<file path="src/rxsort_pkg.sv">
`timescale 1ns / 1ps
// ----------------------------------------------------------------------------
// rxsort_pkg
// Types, key codes and the key select function shared by the sorter modules.
// ----------------------------------------------------------------------------
package rxsort_pkg;

  localparam int QUEUE_DEPTH = 4;
  localparam int QUEUE_AW    = $clog2(QUEUE_DEPTH);

  localparam logic [1:0] KEY_AGE   = 2'd0;
  localparam logic [1:0] KEY_IQ    = 2'd1;
  localparam logic [1:0] KEY_MONEY = 2'd2;
  localparam logic [1:0] KEY_SPARE = 2'd3;

  typedef struct packed {
    logic [15:0] money;
    logic [7:0]  iq;
    logic [7:0]  age;
  } rec_t;

  typedef struct packed {
    rec_t rec;
    logic store;
    logic last;
  } cmd_t;

  typedef enum logic [2:0] {
    ST_IDLE,
    ST_RDI,
    ST_RDJ,
    ST_CMP,
    ST_WRI,
    ST_ORD,
    ST_OLD
  } state_t;

  function automatic logic [15:0] key_of(input rec_t rec, input logic [1:0] key);
    logic [15:0] k;
    case (key)
      KEY_AGE:   k = {8'h00, rec.age};
      KEY_IQ:    k = {8'h00, rec.iq};
      KEY_MONEY: k = rec.money;
      default:   k = {8'h00, rec.age};
    endcase
    return k;
  endfunction

endpackage

</file>
<file path="src/rxsort_ram.sv">
`timescale 1ns / 1ps
// ----------------------------------------------------------------------------
// rxsort_ram
// Generic single write port, single read port RAM with registered read.
// ----------------------------------------------------------------------------
module rxsort_ram #(
  parameter int WIDTH = 32,
  parameter int DEPTH = 16
) (
  input  logic                     clk,
  input  logic                     we,
  input  logic [$clog2(DEPTH)-1:0] waddr,
  input  logic [WIDTH-1:0]         wdata,
  input  logic [$clog2(DEPTH)-1:0] raddr,
  output logic [WIDTH-1:0]         rdata
);

  logic [WIDTH-1:0] mem [DEPTH];

  always_ff @(posedge clk) begin
    if (we) begin
      mem[waddr] <= wdata;
    end
    rdata <= mem[raddr];
  end

endmodule

</file>
<file path="src/rxsort_queue.sv">
`timescale 1ns / 1ps
// ----------------------------------------------------------------------------
// rxsort_queue
// Short command queue between the front and the back.
// ----------------------------------------------------------------------------
module rxsort_queue (
  input  logic               clk,
  input  logic               rst,
  input  logic               wr,
  input  rxsort_pkg::cmd_t   din,
  output logic               full,
  input  logic               rd,
  output rxsort_pkg::cmd_t   dout,
  output logic               empty
);

  rxsort_pkg::cmd_t                  slots [rxsort_pkg::QUEUE_DEPTH];
  logic [rxsort_pkg::QUEUE_AW-1:0]   wptr;
  logic [rxsort_pkg::QUEUE_AW-1:0]   rptr;
  logic [rxsort_pkg::QUEUE_AW:0]     fill;
  logic                              do_wr;
  logic                              do_rd;

  assign full  = (fill == (rxsort_pkg::QUEUE_AW + 1)'(rxsort_pkg::QUEUE_DEPTH));
  assign empty = (fill == '0);
  assign do_wr = wr && !full;
  assign do_rd = rd && !empty;
  assign dout  = slots[rptr];

  always_ff @(posedge clk) begin
    if (do_wr) begin
      slots[wptr] <= din;
    end
  end

  always_ff @(posedge clk) begin
    if (rst) begin
      wptr <= '0;
      rptr <= '0;
      fill <= '0;
    end else begin
      if (do_wr) begin
        wptr <= wptr + 1'b1;
      end
      if (do_rd) begin
        rptr <= rptr + 1'b1;
      end
      if (do_wr && !do_rd) begin
        fill <= fill + 1'b1;
      end else if (do_rd && !do_wr) begin
        fill <= fill - 1'b1;
      end
    end
  end

endmodule

</file>
<file path="src/rxsort_front.sv">
`timescale 1ns / 1ps
// ----------------------------------------------------------------------------
// rxsort_front
// Accepts records and tags each as stored or dropped, tracking batch fill.
// ----------------------------------------------------------------------------
module rxsort_front #(
  parameter int MAX_RECORDS = 16
) (
  input  logic              clk,
  input  logic              rst,
  input  logic              push,
  output logic              full,
  input  rxsort_pkg::rec_t  rec,
  input  logic              last_record,
  output logic              q_wr,
  output rxsort_pkg::cmd_t  q_din,
  input  logic              q_full
);

  localparam int CW = $clog2(MAX_RECORDS + 1);

  logic [CW-1:0] fcount;
  logic          store;

  assign full        = q_full;
  assign q_wr        = push && !q_full;
  assign store       = (fcount < CW'(MAX_RECORDS));
  assign q_din.rec   = rec;
  assign q_din.store = store;
  assign q_din.last  = last_record;

  always_ff @(posedge clk) begin
    if (rst) begin
      fcount <= '0;
    end else if (q_wr) begin
      if (last_record) begin
        fcount <= '0;
      end else if (store) begin
        fcount <= fcount + 1'b1;
      end
    end
  end

endmodule

</file>
<file path="src/rxsort_back.sv">
`timescale 1ns / 1ps
// ----------------------------------------------------------------------------
// rxsort_back
// Stores records, runs the exchange sort over the record RAM, streams results.
// ----------------------------------------------------------------------------
module rxsort_back #(
  parameter int MAX_RECORDS = 16
) (
  input  logic              clk,
  input  logic              rst,
  input  logic              key_we,
  input  logic [1:0]        key_data,
  input  rxsort_pkg::cmd_t  cmd,
  input  logic              q_empty,
  output logic              q_rd,
  output rxsort_pkg::rec_t  out_rec,
  output logic              out_last,
  output logic              out_ovf,
  output logic              out_valid,
  input  logic              out_pop
);

  localparam int AW = $clog2(MAX_RECORDS);
  localparam int CW = $clog2(MAX_RECORDS + 1);

  rxsort_pkg::state_t state;
  rxsort_pkg::state_t state_next;

  logic [1:0]       sort_key;
  logic [CW-1:0]    count;
  logic [CW-1:0]    n;
  logic             ovf;
  logic [AW-1:0]    i;
  logic [AW-1:0]    j;
  logic [AW-1:0]    k;
  rxsort_pkg::rec_t cur;

  logic             ram_we;
  logic [AW-1:0]    ram_waddr;
  logic [31:0]      ram_wdata;
  logic [AW-1:0]    ram_raddr;
  logic [31:0]      ram_rdata;
  rxsort_pkg::rec_t rd_rec;

  logic [CW-1:0]    n_fin;
  logic             swap;
  logic             j_end;
  logic             i_end;
  logic             k_end;
  logic             out_free;
  logic             load_out;

  rxsort_ram #(
    .WIDTH (32),
    .DEPTH (MAX_RECORDS)
  ) u_ram (
    .clk   (clk),
    .we    (ram_we),
    .waddr (ram_waddr),
    .wdata (ram_wdata),
    .raddr (ram_raddr),
    .rdata (ram_rdata)
  );

  assign rd_rec   = rxsort_pkg::rec_t'(ram_rdata);
  assign n_fin    = count + CW'(cmd.store);
  assign swap     = rxsort_pkg::key_of(cur, sort_key) > rxsort_pkg::key_of(rd_rec, sort_key);
  assign j_end    = (CW'(j) + 1'b1) == n;
  assign i_end    = (CW'(i) + CW'(2)) >= n;
  assign k_end    = (CW'(k) + 1'b1) == n;
  assign out_free = !out_valid || out_pop;

  always_comb begin
    state_next = state;
    case (state)
      rxsort_pkg::ST_IDLE: begin
        if (!q_empty && cmd.last) begin
          state_next = (n_fin < CW'(2)) ? rxsort_pkg::ST_ORD : rxsort_pkg::ST_RDI;
        end
      end
      rxsort_pkg::ST_RDI: state_next = rxsort_pkg::ST_RDJ;
      rxsort_pkg::ST_RDJ: state_next = rxsort_pkg::ST_CMP;
      rxsort_pkg::ST_CMP: begin
        if (j_end) begin
          state_next = rxsort_pkg::ST_WRI;
        end
      end
      rxsort_pkg::ST_WRI: begin
        state_next = i_end ? rxsort_pkg::ST_ORD : rxsort_pkg::ST_RDJ;
      end
      rxsort_pkg::ST_ORD: state_next = rxsort_pkg::ST_OLD;
      rxsort_pkg::ST_OLD: begin
        if (out_free) begin
          state_next = k_end ? rxsort_pkg::ST_IDLE : rxsort_pkg::ST_ORD;
        end
      end
      default: state_next = rxsort_pkg::ST_IDLE;
    endcase
  end

  always_comb begin
    q_rd      = 1'b0;
    ram_we    = 1'b0;
    ram_waddr = j;
    ram_wdata = cur;
    ram_raddr = k;
    load_out  = 1'b0;
    case (state)
      rxsort_pkg::ST_IDLE: begin
        q_rd      = !q_empty;
        ram_we    = !q_empty && cmd.store;
        ram_waddr = count[AW-1:0];
        ram_wdata = cmd.rec;
      end
      rxsort_pkg::ST_RDI: ram_raddr = i;
      rxsort_pkg::ST_RDJ: ram_raddr = j;
      rxsort_pkg::ST_CMP: begin
        ram_raddr = j + 1'b1;
        ram_we    = swap;
        ram_waddr = j;
      end
      rxsort_pkg::ST_WRI: begin
        ram_we    = 1'b1;
        ram_waddr = i;
        ram_raddr = i + 1'b1;
      end
      rxsort_pkg::ST_ORD: ram_raddr = k;
      rxsort_pkg::ST_OLD: begin
        ram_raddr = k;
        load_out  = out_free;
      end
      default: ram_raddr = k;
    endcase
  end

  always_ff @(posedge clk) begin
    if (rst) begin
      state     <= rxsort_pkg::ST_IDLE;
      sort_key  <= rxsort_pkg::KEY_AGE;
      count     <= '0;
      n         <= '0;
      ovf       <= 1'b0;
      i         <= '0;
      j         <= '0;
      k         <= '0;
      out_valid <= 1'b0;
    end else begin
      state <= state_next;
      if (key_we) begin
        sort_key <= key_data;
      end
      case (state)
        rxsort_pkg::ST_IDLE: begin
          if (!q_empty) begin
            if (!cmd.store) begin
              ovf <= 1'b1;
            end
            if (cmd.last) begin
              n     <= n_fin;
              count <= '0;
              i     <= '0;
              j     <= AW'(1);
              k     <= '0;
            end else if (cmd.store) begin
              count <= count + 1'b1;
            end
          end
        end
        rxsort_pkg::ST_CMP: begin
          j <= j + 1'b1;
        end
        rxsort_pkg::ST_WRI: begin
          i <= i + 1'b1;
          j <= i + AW'(2);
        end
        rxsort_pkg::ST_OLD: begin
          if (out_free) begin
            k <= k + 1'b1;
            if (k_end) begin
              ovf <= 1'b0;
            end
          end
        end
        default: begin
        end
      endcase
      if (load_out) begin
        out_valid <= 1'b1;
      end else if (out_pop) begin
        out_valid <= 1'b0;
      end
    end
  end

  always_ff @(posedge clk) begin
    if (state == rxsort_pkg::ST_RDJ) begin
      cur <= rd_rec;
    end else if (state == rxsort_pkg::ST_CMP && swap) begin
      cur <= rd_rec;
    end
    if (load_out) begin
      out_rec  <= rd_rec;
      out_last <= k_end;
      out_ovf  <= ovf;
    end
  end

endmodule

</file>
<file path="src/record_exchange_sort_by_key.sv">
`timescale 1ns / 1ps
// ----------------------------------------------------------------------------
// record_exchange_sort_by_key
// Loads a batch of records and streams them out sorted by the selected field.
// ----------------------------------------------------------------------------
// Input channel: push/full with age, iq, money, last_record. A record is
// taken when push is high and full is low; one record per cycle while the
// four-entry command queue has room. last_record closes the batch. Records
// past MAX_RECORDS are dropped and flagged on every result of the batch.
// Result channel: empty/pop. While empty is low the oldest sorted record is
// on out_age/out_iq/out_money with out_last on the final one; pop takes it.
// Sorting a batch of n >= 2 records runs one RAM compare per cycle; each
// result then goes through the ORD and OLD states, set by the single
// read port of the record RAM. The next batch keeps loading into the queue
// meanwhile. A stalled receiver holds the current result and pauses the
// stream; nothing is lost. sort_key_we writes sort_key (0 age, 1 iq,
// 2 money, 3 age) and is meant for idle time. rst clears the queue, batch
// counters and key; stored records need no clearing.
// ----------------------------------------------------------------------------
module record_exchange_sort_by_key #(
  parameter int MAX_RECORDS = 16
) (
  input  logic        clk,
  input  logic        rst,
  input  logic        sort_key_we,
  input  logic [1:0]  sort_key_data,
  input  logic        push,
  output logic        full,
  input  logic [7:0]  age,
  input  logic [7:0]  iq,
  input  logic [15:0] money,
  input  logic        last_record,
  output logic        empty,
  input  logic        pop,
  output logic [7:0]  out_age,
  output logic [7:0]  out_iq,
  output logic [15:0] out_money,
  output logic        out_last,
  output logic        overflowed
);

  rxsort_pkg::rec_t in_rec;
  rxsort_pkg::rec_t out_rec;
  rxsort_pkg::cmd_t q_din;
  rxsort_pkg::cmd_t q_dout;
  logic             q_wr;
  logic             q_full;
  logic             q_rd;
  logic             q_empty;
  logic             out_valid;

  assign in_rec.age   = age;
  assign in_rec.iq    = iq;
  assign in_rec.money = money;

  rxsort_front #(
    .MAX_RECORDS (MAX_RECORDS)
  ) u_front (
    .clk         (clk),
    .rst         (rst),
    .push        (push),
    .full        (full),
    .rec         (in_rec),
    .last_record (last_record),
    .q_wr        (q_wr),
    .q_din       (q_din),
    .q_full      (q_full)
  );

  rxsort_queue u_queue (
    .clk   (clk),
    .rst   (rst),
    .wr    (q_wr),
    .din   (q_din),
    .full  (q_full),
    .rd    (q_rd),
    .dout  (q_dout),
    .empty (q_empty)
  );

  rxsort_back #(
    .MAX_RECORDS (MAX_RECORDS)
  ) u_back (
    .clk       (clk),
    .rst       (rst),
    .key_we    (sort_key_we),
    .key_data  (sort_key_data),
    .cmd       (q_dout),
    .q_empty   (q_empty),
    .q_rd      (q_rd),
    .out_rec   (out_rec),
    .out_last  (out_last),
    .out_ovf   (overflowed),
    .out_valid (out_valid),
    .out_pop   (pop)
  );

  assign empty     = !out_valid;
  assign out_age   = out_rec.age;
  assign out_iq    = out_rec.iq;
  assign out_money = out_rec.money;

endmodule
</file>
<file path="config.mk">
export PLATFORM = sky130hd
export DESIGN_NAME = record_exchange_sort_by_key
export DESIGN_NICKNAME = d
export VERILOG_FILES = /design/src/rxsort_pkg.sv /design/src/rxsort_ram.sv /design/src/rxsort_queue.sv /design/src/rxsort_front.sv /design/src/rxsort_back.sv /design/src/record_exchange_sort_by_key.sv
export SDC_FILE = /design/constraint.sdc
export NUM_CORES = 1
export LEC_CHECK = 0
export ABC_AREA = 1
export ABC_CLOCK_PERIOD_IN_PS = 5200
export BUFFER_PORTS_ARGS = -buffer_cell sky130_fd_sc_hd__buf_2
export CORE_UTILIZATION = 40
export CTS_CLUSTER_SIZE = 24
export DETAILED_ROUTE_END_ITERATION = 6
export GPL_TIMING_DRIVEN = 0
export HOLD_SLACK_MARGIN = 0.02
export SLEW_MARGIN = 10
export SYNTH_ARGS = -nofsm -noshare
export SYNTH_HDL_FRONTEND = slang
export SYNTH_SLANG_ARGS = --single-unit
</file>
<file path="constraint.sdc">
create_clock -name clk -period 5.2 [get_ports clk]
set_input_delay 0.52 -clock clk [delete_from_list [all_inputs] [get_ports clk]]
set_output_delay 0.52 -clock clk [all_outputs]
set_load 0.005 [all_outputs]
</file>
==> out/summary.txt <==
Clk_skew: 0.0321 ns
Die Area: 85900 µm²
Max Transition Viols Final: 0
Worst-path maximum fanout: 32
Slew headroom: 14.6%
Hold Path Cell Cnt: 1
CP max stage cell: clkbuf_2
Worst EP arrival: 5.02 ns
Via count of the first global-routing pass: 22900
I/O Pins: 76
Fmax: 0.210 GHz
Worst hold slack: 0.0854 ns
Most used DFF post-synth: edfxtp_1
Routed len/inst: 22.3 µm
Nets: 3435
Status: finished, violations left
I/O Buffers: 74
Crit Path Class: reg -> reg
Grt ovf: 0
Syn_area_per_cell: 10.8 µm²
Clk slew on worst S/H paths: 0.06 ns
Row Count: 106
N_diodes: 0
Netlist cell types: 39
Sequential fraction of the synthesis area: 67.7%
Post-synthesis async set-or-reset flop share: 0%
First-pass GRT wire length: 147000 µm
TritonCTS buffer count: 84
R2R depth: 15
Remaining routing DRC violations: 1
Worst-Margin Slew: 1.28 ns
Worst-path cell chain: inv_1 > ha_1 > clkbuf_1 > clkbuf_1 > nand2_1 > ha_1 > nand2_1 > inv_1 > nand3_1 > a31oi_1 > nor3_1 > o21ai_0 > nand3_2 > clkbuf_2 > nand2_4
Hold Fails Final Rpt: 0
Die Wd: 293 µm
Vias: 24200
Root buf cell: clkbuf_16
Final GP Congestion: 0.896
Core Area: 83700 µm²
Number of synthesized flops with an enable pin: 714
Post-DP HPWL: 70500 µm
Detailed Route WL: 102000 µm
Yosys warns: 0
Final setup violation count: 0
Vias per inst: 5.30
P&R area growth vs syn: 17.9%
All-Layer GR Usage: 23.4%
Htree depth: 3
RSZ-0062 raised after global routing: no
DRT Pass-1 Iters: 7
Non-filler cells, final: 4560
Critical Path Max Stage Delay: 0.55 ns
Final core occ: 47.7%
Flops & latches, synth: 789
Final ANT Viol Nets: 0
Starting Density: 40.5%
Tmin final: 4.76 ns
Max-cap violation count: 0
Nature of the critical path endpoint: flip-flop
Maximum buffer depth of the clock tree: 3
Failing checks: design-rule violations
Largest net degree at the start of global routing: 33
Initial antenna violation count: 3
CTS tree: yes
DRT iter0 DRCs: 2695
Most frequent cells in the layout: edfxtp_1 (714), nand3_1 (609), nand2_1 (568)
Worst Path Buf+Inv: 5
Mapped Nets: 3205
Most common cell after layout, fill and taps aside: edfxtp_1
Gate count after technology mapping: 3128
CP startpoint kind: flip-flop
Placed insts: 4388
Post-route clock period utilization: 91.6%
CP required: 5.46 ns
Synthesized area: 33900 µm²
Die height: 293 µm
Hold Crit Class: in -> reg
Clock sinks: 789
Worst-Skew Late Latency: 0.66 ns
Crit-path leading delay family: buffers and inverters
Critical path depth in cells: 15
Share of post-route cells with drive strength above 1: 13.5%
## final timing paths
kind / from / end / slack [ns]
min: age[6] / u_queue.slots[3][8]$_DFFE_PP_ / 0.09
max reg2reg: u_back.sort_key[0]$_SDFFE_PP0P_ / u_back.cur[29]$_DFFE_PP_ / 0.44
min reg2reg: u_back.ovf$_SDFFE_PP0P_ / u_back.out_ovf$_DFFE_PP_ / 0.44
max: u_back.sort_key[0]$_SDFFE_PP0P_ / u_back.cur[29]$_DFFE_PP_ / 0.44
## sequential cells by signal (all words and copies together), names as in the netlist, 4 cells and up, named ones only
register            flops
u_back.count            5
u_back.cur             32
u_back.i                4
u_back.j                4
u_back.k                4
u_back.n                5
u_back.out_rec         32
u_back.u_ram.mem      512
u_back.u_ram.rdata     32
u_front.fcount          5
u_queue.slots         136
## layer usage
layer / routed length (µm) / global-route usage, %
met1: 43000 / 33.2
met2: 46300 / 36.6
met3: 8800 / 3.36
met4: 3550 / 8.72
met5: 0 / 0
## kinds of logic (layout without fill, tap and decap cells)
| kind of cell | Yosys count | in the layout | synth area share, % |
|---|---|---|---|
| xor+xnor | 18 | 18 | 0.465 |
| flops | 789 | 789 | 67.7 |
| fa+ha+maj | 37 | 37 | 1.39 |
| simple gates | 1444 | 1444 | 19.2 |
| compound gates | 242 | 242 | 4.00 |
| buf+inv | 598 | 896 | 7.18 |
## per-stage QoR
stage / worst slack [ns] / setup TNS, ns / instance area [µm²]
floorplan: 0.829 / 0 / 33900
global placement: -2.02 / -881.44 / 35700
detailed placement: -0.534 / -42.89 / 37000
CTS: 0.00120 / 0 / 39700
global route: 0.0132 / 0 / 39900
finish: 0.437 / 0 / 39900
## timing repair
item | 4_1_cts | 5_1_grt
gates resized for setup | 2 | 1
hold buffers | 0 | 0
setup endpoints to repair | 247 | 281
buffers inserted | 2 | 16
pin swaps | 0 | 6
## synthesized netlist by cell type (4+ instances only)
| master | count | share of area (%) |
|---|---|---|
| nand2_1 | 569 | 6.3 |
| nand4_1 | 9 | 0.17 |
| xnor2_1 | 6 | 0.16 |
| inv_1 | 414 | 4.6 |
| a221o_1 | 12 | 0.35 |
| o21ai_0 | 119 | 1.8 |
| nor2_1 | 169 | 1.9 |
| edfxtp_1 | 714 | 63 |
| dfxtp_1 | 75 | 4.4 |
| nor3_1 | 7 | 0.10 |
| clkbuf_1 | 43 | 0.48 |
| nand2_2 | 4 | 0.074 |
| buf_4 | 7 | 0.16 |
| buf_1 | 8 | 0.089 |
| ha_1 | 36 | 1.3 |
| o22ai_1 | 17 | 0.31 |
| nand3b_1 | 65 | 1.4 |
| nand3_1 | 610 | 9.0 |
| a31oi_1 | 24 | 0.44 |
| inv_2 | 5 | 0.055 |
| buf_2 | 118 | 1.7 |
| a21oi_1 | 58 | 0.86 |
| o221ai_1 | 4 | 0.10 |
| xor2_1 | 12 | 0.31 |
## cell type report
| type | instances | area (µm²) |
|---|---|---|
| inverter | 420 | 1580 |
| fill | 7470 | 43800 |
| buffer | 178 | 858 |
| multi-input combinational | 1741 | 8890 |
| tap | 1134 | 1420 |
| clock inverter | 42 | 438 |
| clock buffer | 112 | 2290 |
| timing repair buffer | 144 | 1520 |
| sequential | 789 | 22900 |
Power is not shown: default switching activity piles up to over one toggle a cycle in this logic, so the estimate is an artifact.
